### config.mk
export PLATFORM = sky130hd
export DESIGN_NAME = color_code_text_console_writer
export DESIGN_NICKNAME = d
export VERILOG_FILES = /design/src/rtl/ccw_pkg.sv /design/src/rtl/ccw_front.sv /design/src/rtl/ccw_queue.sv /design/src/rtl/color_code_text_console_writer.sv
export SDC_FILE = /design/constraint.sdc
export NUM_CORES = 1
export LEC_CHECK = 0
export ABC_AREA = 1
export BUFFER_PORTS_ARGS = -buffer_cell sky130_fd_sc_hd__buf_2
export CAP_MARGIN = 20
export CORE_ASPECT_RATIO = 0.7
export CORE_MARGIN = 4
export CORE_UTILIZATION = 58
export DETAILED_ROUTE_END_ITERATION = 10
export GPL_ROUTABILITY_DRIVEN = 0
export PLACE_DENSITY = 0.77
export SYNTH_ARGS = -nofsm -noshare
export SYNTH_HDL_FRONTEND = slang
export SYNTH_HIERARCHICAL = 1
export SYNTH_SLANG_ARGS = --single-unit
### constraint.sdc
create_clock -name clk -period 12.07 [get_ports clk]
set_input_delay 1.207 -clock clk [delete_from_list [all_inputs] [get_ports clk]]
set_output_delay 1.207 -clock clk [all_outputs]
set_load 0.1 [all_outputs]
### src/rtl/ccw_pkg.sv
package ccw_pkg;

  localparam int SCREEN_WIDTH  = 80;
  localparam int SCREEN_HEIGHT = 32;

  // Cursor column must be able to hold SCREEN_WIDTH itself (pending wrap)
  localparam int COL_W = $clog2(SCREEN_WIDTH + 1);
  localparam int ROW_W = (SCREEN_HEIGHT > 1) ? $clog2(SCREEN_HEIGHT) : 1;

  localparam logic [COL_W-1:0] LAST_COL_PLUS1 = COL_W'(SCREEN_WIDTH);
  localparam logic [ROW_W-1:0] BOTTOM_ROW     = ROW_W'(SCREEN_HEIGHT - 1);

  // Result field widths
  localparam int OUT_ROW_W = 5;
  localparam int OUT_COL_W = 7;

  localparam logic [4:0] BG_TRANSPARENT = 5'd16;

  localparam logic [7:0] CH_LF    = 8'h0A;
  localparam logic [7:0] CH_CR    = 8'h0D;
  localparam logic [7:0] CH_COLOR = 8'h03;
  localparam logic [7:0] CH_COMMA = 8'h2C;
  localparam logic [7:0] CH_ZERO  = 8'h30;
  localparam logic [7:0] CH_NINE  = 8'h39;
  localparam logic [7:0] CH_SPACE = 8'h20;
  localparam logic [7:0] LEAD_C2  = 8'hC2;
  localparam logic [7:0] LEAD_C3  = 8'hC3;
  localparam logic [7:0] FOLLOW_LO = 8'hA0;
  localparam logic [7:0] FOLLOW_HI = 8'hBF;

  typedef enum logic [1:0] {
    CODE_NONE = 2'd0,
    CODE_FG   = 2'd1,
    CODE_BG   = 2'd2
  } code_mode_t;

  typedef enum logic {
    ACT_WRITE  = 1'b0,
    ACT_SCROLL = 1'b1
  } action_t;

  typedef struct packed {
    action_t                action;
    logic [OUT_ROW_W-1:0]   row;
    logic [OUT_COL_W-1:0]   column;
    logic [7:0]             glyph;
    logic [3:0]             ink_color;
    logic [4:0]             paper_color;
    logic                   last;
  } result_t;

  // Front to queue: number of results pushed this cycle and the results
  typedef struct packed {
    logic [1:0] count;
    result_t    first;
    result_t    second;
  } push_t;

  localparam int QUEUE_DEPTH = 4;
  localparam int QPTR_W      = $clog2(QUEUE_DEPTH);
  localparam int QCNT_W      = $clog2(QUEUE_DEPTH + 1);

endpackage

### src/rtl/ccw_front.sv
module ccw_front
  import ccw_pkg::*;
(
  input  logic       clk,
  input  logic       rst_n,
  input  logic       cfg_we,
  input  logic       cfg_bit,
  input  logic       accept,
  input  logic [7:0] char_in,
  input  logic [7:0] next_char,
  input  logic [3:0] base_color,
  input  logic       message_start,
  output push_t      push
);

  logic [COL_W-1:0] col_r,  col_nxt;
  logic [ROW_W-1:0] row_r,  row_nxt;
  code_mode_t       mode_r, mode_nxt;
  logic [1:0]       dc_r,   dc_nxt;
  logic [3:0]       cfg_r,  cfg_nxt;
  logic [4:0]       cbg_r,  cbg_nxt;
  logic             fgg_r,  fgg_nxt;
  logic             bgg_r,  bgg_nxt;
  logic [7:0]       lead_r, lead_nxt;

  // Effective state after a message start
  code_mode_t mode_e;
  logic [1:0] dc_e;
  logic [3:0] cfg_e;
  logic [4:0] cbg_e;
  logic       fgg_e, bgg_e;
  logic [7:0] lead_e;

  logic       is_digit, is_follow;
  logic [3:0] digit;
  logic [3:0] acc;
  logic [7:0] glyph;
  logic       do_print;
  result_t    scroll_res, cell_res;

  always_comb begin
    mode_e = message_start ? CODE_NONE : mode_r;
    dc_e   = message_start ? 2'd0 : dc_r;
    cfg_e  = message_start ? 4'd0 : cfg_r;
    cbg_e  = message_start ? BG_TRANSPARENT : cbg_r;
    fgg_e  = message_start ? 1'b0 : fgg_r;
    bgg_e  = message_start ? 1'b0 : bgg_r;
    lead_e = message_start ? 8'd0 : lead_r;
  end

  assign is_digit  = (char_in >= CH_ZERO) && (char_in <= CH_NINE);
  assign is_follow = (next_char >= FOLLOW_LO) && (next_char <= FOLLOW_HI);
  assign digit     = 4'(char_in - CH_ZERO);
  // Two-digit value mod 16: only the low four bits survive
  assign acc = 4'(((mode_e == CODE_FG) ? cfg_e : cbg_e[3:0]) * 4'd10 + digit);

  always_comb begin
    scroll_res.action      = ACT_SCROLL;
    scroll_res.row         = OUT_ROW_W'(BOTTOM_ROW);
    scroll_res.column      = '0;
    scroll_res.glyph       = CH_SPACE;
    scroll_res.ink_color   = 4'd0;
    scroll_res.paper_color = BG_TRANSPARENT;
    scroll_res.last        = 1'b0;
  end

  always_comb begin
    col_nxt  = col_r;
    row_nxt  = row_r;
    mode_nxt = mode_r;
    dc_nxt   = dc_r;
    cfg_nxt  = cfg_r;
    cbg_nxt  = cbg_r;
    fgg_nxt  = fgg_r;
    bgg_nxt  = bgg_r;
    lead_nxt = lead_r;
    glyph    = char_in;
    do_print = 1'b0;
    push     = '0;
    cell_res = '0;

    if (cfg_we) begin
      col_nxt = '0;
      row_nxt = cfg_bit ? BOTTOM_ROW : '0;
    end else if (accept) begin
      mode_nxt = mode_e;
      dc_nxt   = dc_e;
      cfg_nxt  = cfg_e;
      cbg_nxt  = cbg_e;
      fgg_nxt  = fgg_e;
      bgg_nxt  = bgg_e;
      lead_nxt = lead_e;

      if (mode_e != CODE_NONE && is_digit && dc_e < 2'd2) begin
        // Absorb a color digit
        if (mode_e == CODE_FG) begin
          cfg_nxt = (dc_e == 2'd0) ? digit : acc;
          fgg_nxt = 1'b1;
        end else begin
          cbg_nxt = (dc_e == 2'd0) ? {1'b0, digit} : {1'b0, acc};
          bgg_nxt = 1'b1;
        end
        dc_nxt = dc_e + 2'd1;
      end else if (mode_e != CODE_NONE && char_in == CH_COMMA) begin
        mode_nxt = CODE_BG;
        dc_nxt   = 2'd0;
      end else begin
        mode_nxt = CODE_NONE;
        if (lead_e != 8'd0) begin
          // Fold the pending lead with this byte
          glyph    = {lead_e[1:0], char_in[5:0]};
          lead_nxt = 8'd0;
          do_print = 1'b1;
        end else if ((char_in == LEAD_C2 || char_in == LEAD_C3) && is_follow) begin
          lead_nxt = char_in;
        end else if (char_in == CH_LF) begin
          col_nxt = '0;
          fgg_nxt = 1'b0;
          bgg_nxt = 1'b0;
          dc_nxt  = 2'd0;
          if (row_r == BOTTOM_ROW) begin
            push.count      = 2'd1;
            push.first      = scroll_res;
            push.first.last = 1'b1;
          end else begin
            row_nxt = row_r + ROW_W'(1);
          end
        end else if (char_in == CH_CR) begin
          col_nxt = '0;
          fgg_nxt = 1'b0;
          bgg_nxt = 1'b0;
          dc_nxt  = 2'd0;
        end else if (char_in == CH_COLOR) begin
          mode_nxt = CODE_FG;
          dc_nxt   = 2'd0;
          cfg_nxt  = base_color;
          cbg_nxt  = BG_TRANSPARENT;
          fgg_nxt  = 1'b0;
          bgg_nxt  = 1'b0;
        end else begin
          do_print = 1'b1;
        end
      end

      if (do_print) begin
        cell_res.action      = ACT_WRITE;
        cell_res.glyph       = glyph;
        cell_res.ink_color   = fgg_e ? cfg_e : base_color;
        cell_res.paper_color = bgg_e ? cbg_e : BG_TRANSPARENT;
        cell_res.last        = 1'b1;
        if (col_r >= LAST_COL_PLUS1) begin
          // Wrap, scrolling when already on the bottom row
          cell_res.column = '0;
          col_nxt         = COL_W'(1);
          if (row_r == BOTTOM_ROW) begin
            cell_res.row = OUT_ROW_W'(row_r);
            push.count   = 2'd2;
            push.first   = scroll_res;
            push.second  = cell_res;
          end else begin
            cell_res.row = OUT_ROW_W'(row_r + ROW_W'(1));
            row_nxt      = row_r + ROW_W'(1);
            push.count   = 2'd1;
            push.first   = cell_res;
          end
        end else begin
          cell_res.row    = OUT_ROW_W'(row_r);
          cell_res.column = OUT_COL_W'(col_r);
          col_nxt         = col_r + COL_W'(1);
          push.count      = 2'd1;
          push.first      = cell_res;
        end
      end
    end
  end

  always_ff @(posedge clk) begin
    if (!rst_n) begin
      col_r  <= '0;
      row_r  <= '0;
      mode_r <= CODE_NONE;
      dc_r   <= 2'd0;
      cfg_r  <= 4'd0;
      cbg_r  <= BG_TRANSPARENT;
      fgg_r  <= 1'b0;
      bgg_r  <= 1'b0;
      lead_r <= 8'd0;
    end else begin
      col_r  <= col_nxt;
      row_r  <= row_nxt;
      mode_r <= mode_nxt;
      dc_r   <= dc_nxt;
      cfg_r  <= cfg_nxt;
      cbg_r  <= cbg_nxt;
      fgg_r  <= fgg_nxt;
      bgg_r  <= bgg_nxt;
      lead_r <= lead_nxt;
    end
  end

endmodule

### src/rtl/ccw_queue.sv
module ccw_queue
  import ccw_pkg::*;
(
  input  logic    clk,
  input  logic    rst_n,
  input  push_t   push,
  output logic    room,
  output logic    out_valid,
  input  logic    out_ready,
  output result_t out_head
);

  result_t           mem_r [QUEUE_DEPTH];
  logic [QPTR_W-1:0] wr_r, wr_nxt;
  logic [QPTR_W-1:0] rd_r, rd_nxt;
  logic [QCNT_W-1:0] cnt_r, cnt_nxt;
  logic              pop;

  // Room for the worst case of two results per transaction
  assign room      = cnt_r <= QCNT_W'(QUEUE_DEPTH - 2);
  assign out_valid = cnt_r != '0;
  assign out_head  = mem_r[rd_r];
  assign pop       = out_valid && out_ready;

  always_comb begin
    wr_nxt  = wr_r + QPTR_W'(push.count);
    rd_nxt  = pop ? rd_r + QPTR_W'(1) : rd_r;
    cnt_nxt = cnt_r + QCNT_W'(push.count) - QCNT_W'(pop);
  end

  always_ff @(posedge clk) begin
    if (push.count != 2'd0) begin
      mem_r[wr_r] <= push.first;
    end
    if (push.count == 2'd2) begin
      mem_r[wr_r + QPTR_W'(1)] <= push.second;
    end
  end

  always_ff @(posedge clk) begin
    if (!rst_n) begin
      wr_r  <= '0;
      rd_r  <= '0;
      cnt_r <= '0;
    end else begin
      wr_r  <= wr_nxt;
      rd_r  <= rd_nxt;
      cnt_r <= cnt_nxt;
    end
  end

endmodule

### src/rtl/color_code_text_console_writer.sv
// Color-code text console writer.
// Input stream: one message byte per transaction (in_tdata carries the byte,
// the byte after it and the message's base color; in_tuser flags the first
// byte of a message). Output stream: cell writes and scroll-up commands for
// an external character store; out_tlast marks the final result of a byte.
// Config channel: a single bit, start_at_bottom; a write also homes the cursor.
// It is always ready; the user must see that it is written only while the
// block is idle, as the block itself does not enforce this. Results are
// registered in the result queue before they reach out_tvalid. Throughput:
// one input byte per cycle while each byte causes at most one result and the
// receiver keeps up; a byte that wraps on the bottom row causes two results.
// The rate is set by the single output port of the four-entry result queue
// between the parser and the output. Reset (synchronous, rst_n low): cursor
// at column 0 of row 0, no color code, no pending lead, queue empty.
// Receiver stall: results wait in the queue; in_tready drops once fewer than
// two free queue entries remain, so no result is ever dropped.
module color_code_text_console_writer
  import ccw_pkg::*;
(
  input  logic        clk,
  input  logic        rst_n,
  // Config write channel
  input  logic        cfg_valid,
  output logic        cfg_ready,
  input  logic        cfg_data,     // [0] start_at_bottom
  // Input stream
  input  logic        in_tvalid,
  output logic        in_tready,
  input  logic [23:0] in_tdata,     // [7:0] char_in, [15:8] next_char,
                                    // [19:16] base_color, [23:20] zero
  input  logic        in_tuser,     // [0] message_start
  // Output stream
  output logic        out_tvalid,
  input  logic        out_tready,
  output logic [31:0] out_tdata,    // [4:0] row, [11:5] column, [19:12] glyph,
                                    // [23:20] ink_color, [28:24] paper_color,
                                    // [31:29] zero
  output logic        out_tuser,    // [0] action
  output logic        out_tlast
);

  push_t   push;
  logic    room;
  logic    in_xact;
  result_t head;

  assign cfg_ready = 1'b1;
  assign in_tready = room;
  assign in_xact   = in_tvalid && room;

  // Front: parse the byte, update cursor and color state, form results
  ccw_front u_front (
    .clk           (clk),
    .rst_n         (rst_n),
    .cfg_we        (cfg_valid),
    .cfg_bit       (cfg_data),
    .accept        (in_xact),
    .char_in       (in_tdata[7:0]),
    .next_char     (in_tdata[15:8]),
    .base_color    (in_tdata[19:16]),
    .message_start (in_tuser),
    .push          (push)
  );

  // Back: hold results until the receiver takes them
  ccw_queue u_queue (
    .clk       (clk),
    .rst_n     (rst_n),
    .push      (push),
    .room      (room),
    .out_valid (out_tvalid),
    .out_ready (out_tready),
    .out_head  (head)
  );

  // Pack the head result onto the stream
  assign out_tdata = {3'b000, head.paper_color, head.ink_color, head.glyph,
                      head.column, head.row};
  assign out_tuser = head.action;
  assign out_tlast = head.last;

endmodule
==> metrics.md <==
| Metric | Value |
|---|---|
| Status | `finished, final reports clean` |
| GRT met3 Usage | `0.0451` |
| I/O Buffers | `54` |
| Worst R2R Setup Slack | `slightly above 7 ns` |
| Fmax | `~0.18 GHz` |
| Clock latency on the worst-skew pair | `between 0.4 and 0.5 ns` |
| Initial antenna violation count | `0` |
| Vias post-DR | `~8,500` |
| Critical Path End Type | `flip-flop` |
| Overflow after GRT | `0` |
| Cell Pwr Density | `approximately 170 nW/um^2` |
| Crit path DAT | `just under 6 ns` |
| Hold crit path type | `flip-flop to flip-flop` |
| Initial Utilization | `0.595` |
| Final Routed Wirelength | `about 24,000 microns` |
| Fin Setup TNS | `0 ns` |
| Met2 Usage GRT | `0.383` |
| Max Buffers Root-to-Sink | `2` |
| Synth top area share | `0.364` |
| Switching Fraction | `0.431` |
| Period utilization | `0.470` |
| Worst flop-to-flop path startpoint | `u_front/mode_r[1]$_SDFFE_PN0P_` |
| Max Cap Viol | `0` |
| Top post-synthesis cells by area | `edfxtp_1 36%, dfxtp_1 8.6%, nand2_1 8.4%` |
| Most common cell in the netlist | `nand2_1` |
| Setup Skew | `between 0.01 and 0.015 ns` |
| Via/cell ratio | `approximately 5.7` |
| Area Overhead vs Synth | `7.71%` |
| Hold Path Origin | `u_front/lead_r[4]$_SDFFE_PN0P_` |
| Worst r2r dst | `u_queue/mem_r[0][25]$_DFFE_PP_` |
| Worst setup SP type | `input pin` |
| Sequential share of the synthesized area | `0.450` |
| Count of cell types in the netlist | `44` |
| Clock transition at path regs | `around 0.06 ns` |
| Detailed Route Iter0 Violations | `roughly 950` |
| Global-route wire length before repair | `38,700 microns` |
| Drt first pass iters | `6` |
| CTS Hold Bufs | `0` |
| Die area | `approximately 20,000 sq um` |
| Fin nets | `between 1,000 and 1,500` |
| Slew HR | `0.324` |
| CTS H-Tree Depth | `4` |
| Sequential power share | `0.355` |
| CTS tree | `done` |
| Pins Over Slew Limit | `0` |
| Clock network fraction of design power | `0.266` |
| Syn_area_per_cell | `8.42 sq um` |
| Static Leak | `just over 4 nW` |
| Non-Filler Instances | `roughly 1,500` |
| DIE HEIGHT | `approximately 120 microns` |
| Slew @ Worst Pin | `approximately 1 ns` |
| # IOs | `68` |
| DIE WIDTH | `~170 microns` |
| Combinational power share | `0.379` |
| Cell internal pwr | `1.09 mW` |
| Synthesized area | `between 10,000 and 15,000 sq um` |
| Number of global-route vias before repair | `7,664` |
| Synth Instances | `about 1,200` |
| CTS Buf Count | `17` |
| Fin util | `0.641` |
| Post-synth EDFFs | `124` |
| VDD IR-drop max | `0.000218 V` |
| # Post-CTS Setup Buffers | `0` |
| Psw | `slightly above 0.8 mW` |
| Row count | `40` |
| Final hold violation count | `0` |
| ANT nets after route | `0` |
| Hold depth | `2` |
| Unrepaired setup endpoints after global routing | `no` |
| Critical path type | `input pin to flip-flop` |
| DP Cell Count | `about 1,400` |
| Largest net degree at the start of global routing | `64` |
| Hold EP | `u_front/lead_r[4]$_SDFFE_PN0P_` |
| Ratio of cells with drive above 1 in the final layout | `0.198` |
| DRC | `0` |
| Clock Sinks | `roughly 170` |
| PostCTS Resize Cnt | `0` |
| Most common flop cell mapped by yosys | `edfxtp_1` |
| Area leader, netlist | `edfxtp_1` |
| WL/cell | `16.4 microns` |
| Worst Reg-to-Reg Cells | `15` |
| Met1 usage | `0.337` |
| Fraction of registers with async set/reset | `0` |
| Top fanout value on the critical path | `between 60 and 70` |
| Post-synthesis register bit count | `between 150 and 200` |
| Detailed Place HPWL | `around 15,000 microns` |
| Clock root buffer | `clkbuf_16` |
| Ys Warns | `6` |
| Post-synth top cells | `230 x nand2_1, 159 x nor2_1, 124 x edfxtp_1, 102 x inv_1, 84 x o21ai_2` |
| Gr usage total | `0.242` |
| Setup violators final | `0` |
| Number of inserted diodes | `0` |
| Worst endpoint required time | `~12 ns` |
| Top Usage Layer GRT | `met2` |
| Final critical-path required period | `about 5.7 ns` |
| Core footprint | `17,200 sq um` |
==> cell families (layout without fill, tap and decap cells) <==
group | Yosys count | in the layout | synth area share
muxes | 2 | 2 | 0.00195
and+or+nand+nor | 505 | 505 | 0.222
xor gates and xnor gates | 6 | 6 | 0.00513
DFF | 168 | 168 | 0.450
buffers and inverters | 188 | 214 | 0.0979
adders and majority gates | 17 | 17 | 0.0222
AOI/OAI and AO/OA | 328 | 328 | 0.200
other | 3 | 12 | 0.00110
==> per-stage QoR <==
stage                     area [sq um]  hold WS [ns]  power (mW)  setup slack (ns)
after floorplan                  10300         0.425        1.28              5.88
after global placement           10400         0.435        1.39              5.63
after detailed placement         10400         0.439        1.40              5.59
after CTS                        10900         0.449        1.91              6.05
after global routing             11000         0.473        1.99              6.15
final                            11000         0.445        1.91              6.39
==> layer usage <==
layer  part of all wire  wire, microns
met5                  0              0
met4              0.023            561
met3              0.085           2060
met2               0.46          11200
met1               0.43          10500
==> worst max-delay path: stages <==
cell and delay [ns]:
buf_2 0.25, inv_2 0.22, o21ai_1 0.23, nor2_1 0.08, nand3b_1 0.45, inv_2 0.20
nor2_4 0.43, nand2_8 0.18, nor2_4 0.15, nand2_1 0.06, buf_4 0.23, inv_1 0.15
inv_2 0.09, nor2_8 0.16, nand3_4 0.63, o31ai_4 0.56, buf_4 0.43
==> placed cells by master, fill, tap and decap left out, types with 3 or more instances in the layout <==
master / count
nand2_1: 230
nor2_1: 159
edfxtp_1: 124
inv_1: 102
o21ai_2: 84
o21ai_0: 78
o21ai_1: 68
buf_2: 54
a21oi_1: 45
dfxtp_1: 43
nand3_1: 36
o22ai_1: 34
nand2_2: 30
clkbuf_16: 17
ha_1: 15
nor3_1: 13
conb_1: 12
nand4_1: 12
buf_4: 10
inv_2: 7
nor2_4: 7
a31oi_1: 7
clkinv_2: 5
nand2_4: 5
o31ai_4: 5
xor2_1: 5
nand3_4: 5
clkinv_1: 4
nor2_2: 4
clkbuf_1: 3
inv_4: 3
a22oi_1: 3
buf_12: 3
==> state kept, by name, summed over array words and instances, names as in the netlist, named ones only <==
signal	count
u_front/dc_r	2
u_front/mode_r	2
u_queue/rd_r	2
u_front/row_r	5
u_queue/wr_r	2
u_front/fgg_r	1
u_front/cfg_r	4
u_queue/mem_r	124
u_queue/cnt_r	3
u_front/lead_r	8
u_front/bgg_r	1
u_front/cbg_r	5
u_front/col_r	7
==> power groups by stage <==
stage | clock [mW] | sequential, mW | combinational (mW)
2_1_floorplan | 0 | 0.686 | 0.590
3_3_place_gp | 0 | 0.689 | 0.703
3_5_place_dp | 0 | 0.690 | 0.713
4_1_cts | 0.514 | 0.678 | 0.714
5_1_grt | 0.539 | 0.682 | 0.766
6_report | 0.507 | 0.678 | 0.724
==> worst max path at each step <==
stage,start,to,slack (ns),depth (start not counted)
2_1_floorplan,u_queue/cnt_r[1]$_SDFF_PN0_,u_queue/mem_r[3][0]$_DFFE_PP_,5.88,11
3_5_place_dp,in_tuser,u_queue/mem_r[0][19]$_DFFE_PP_,5.59,14
5_1_grt,in_tuser,u_queue/mem_r[0][25]$_DFFE_PP_,6.15,17
6_report,in_tuser,u_queue/mem_r[0][25]$_DFFE_PP_,6.39,17
4_1_cts,in_tuser,u_queue/mem_r[0][18]$_DFFE_PP_,6.05,14
3_3_place_gp,in_tuser,u_queue/mem_r[0][19]$_DFFE_PP_,5.63,14
==> final cells by class <==
class / count / area (sq um)
clock buffer: 22 / 464
clock inverter: 10 / 80.1
fill: 1419 / 6190
inverter: 114 / 435
multi-input combinational: 870 / 4720
sequential: 168 / 4610
tap: 231 / 289
timing repair buffer: 68 / 433
(Power assumes the default switching activity.)
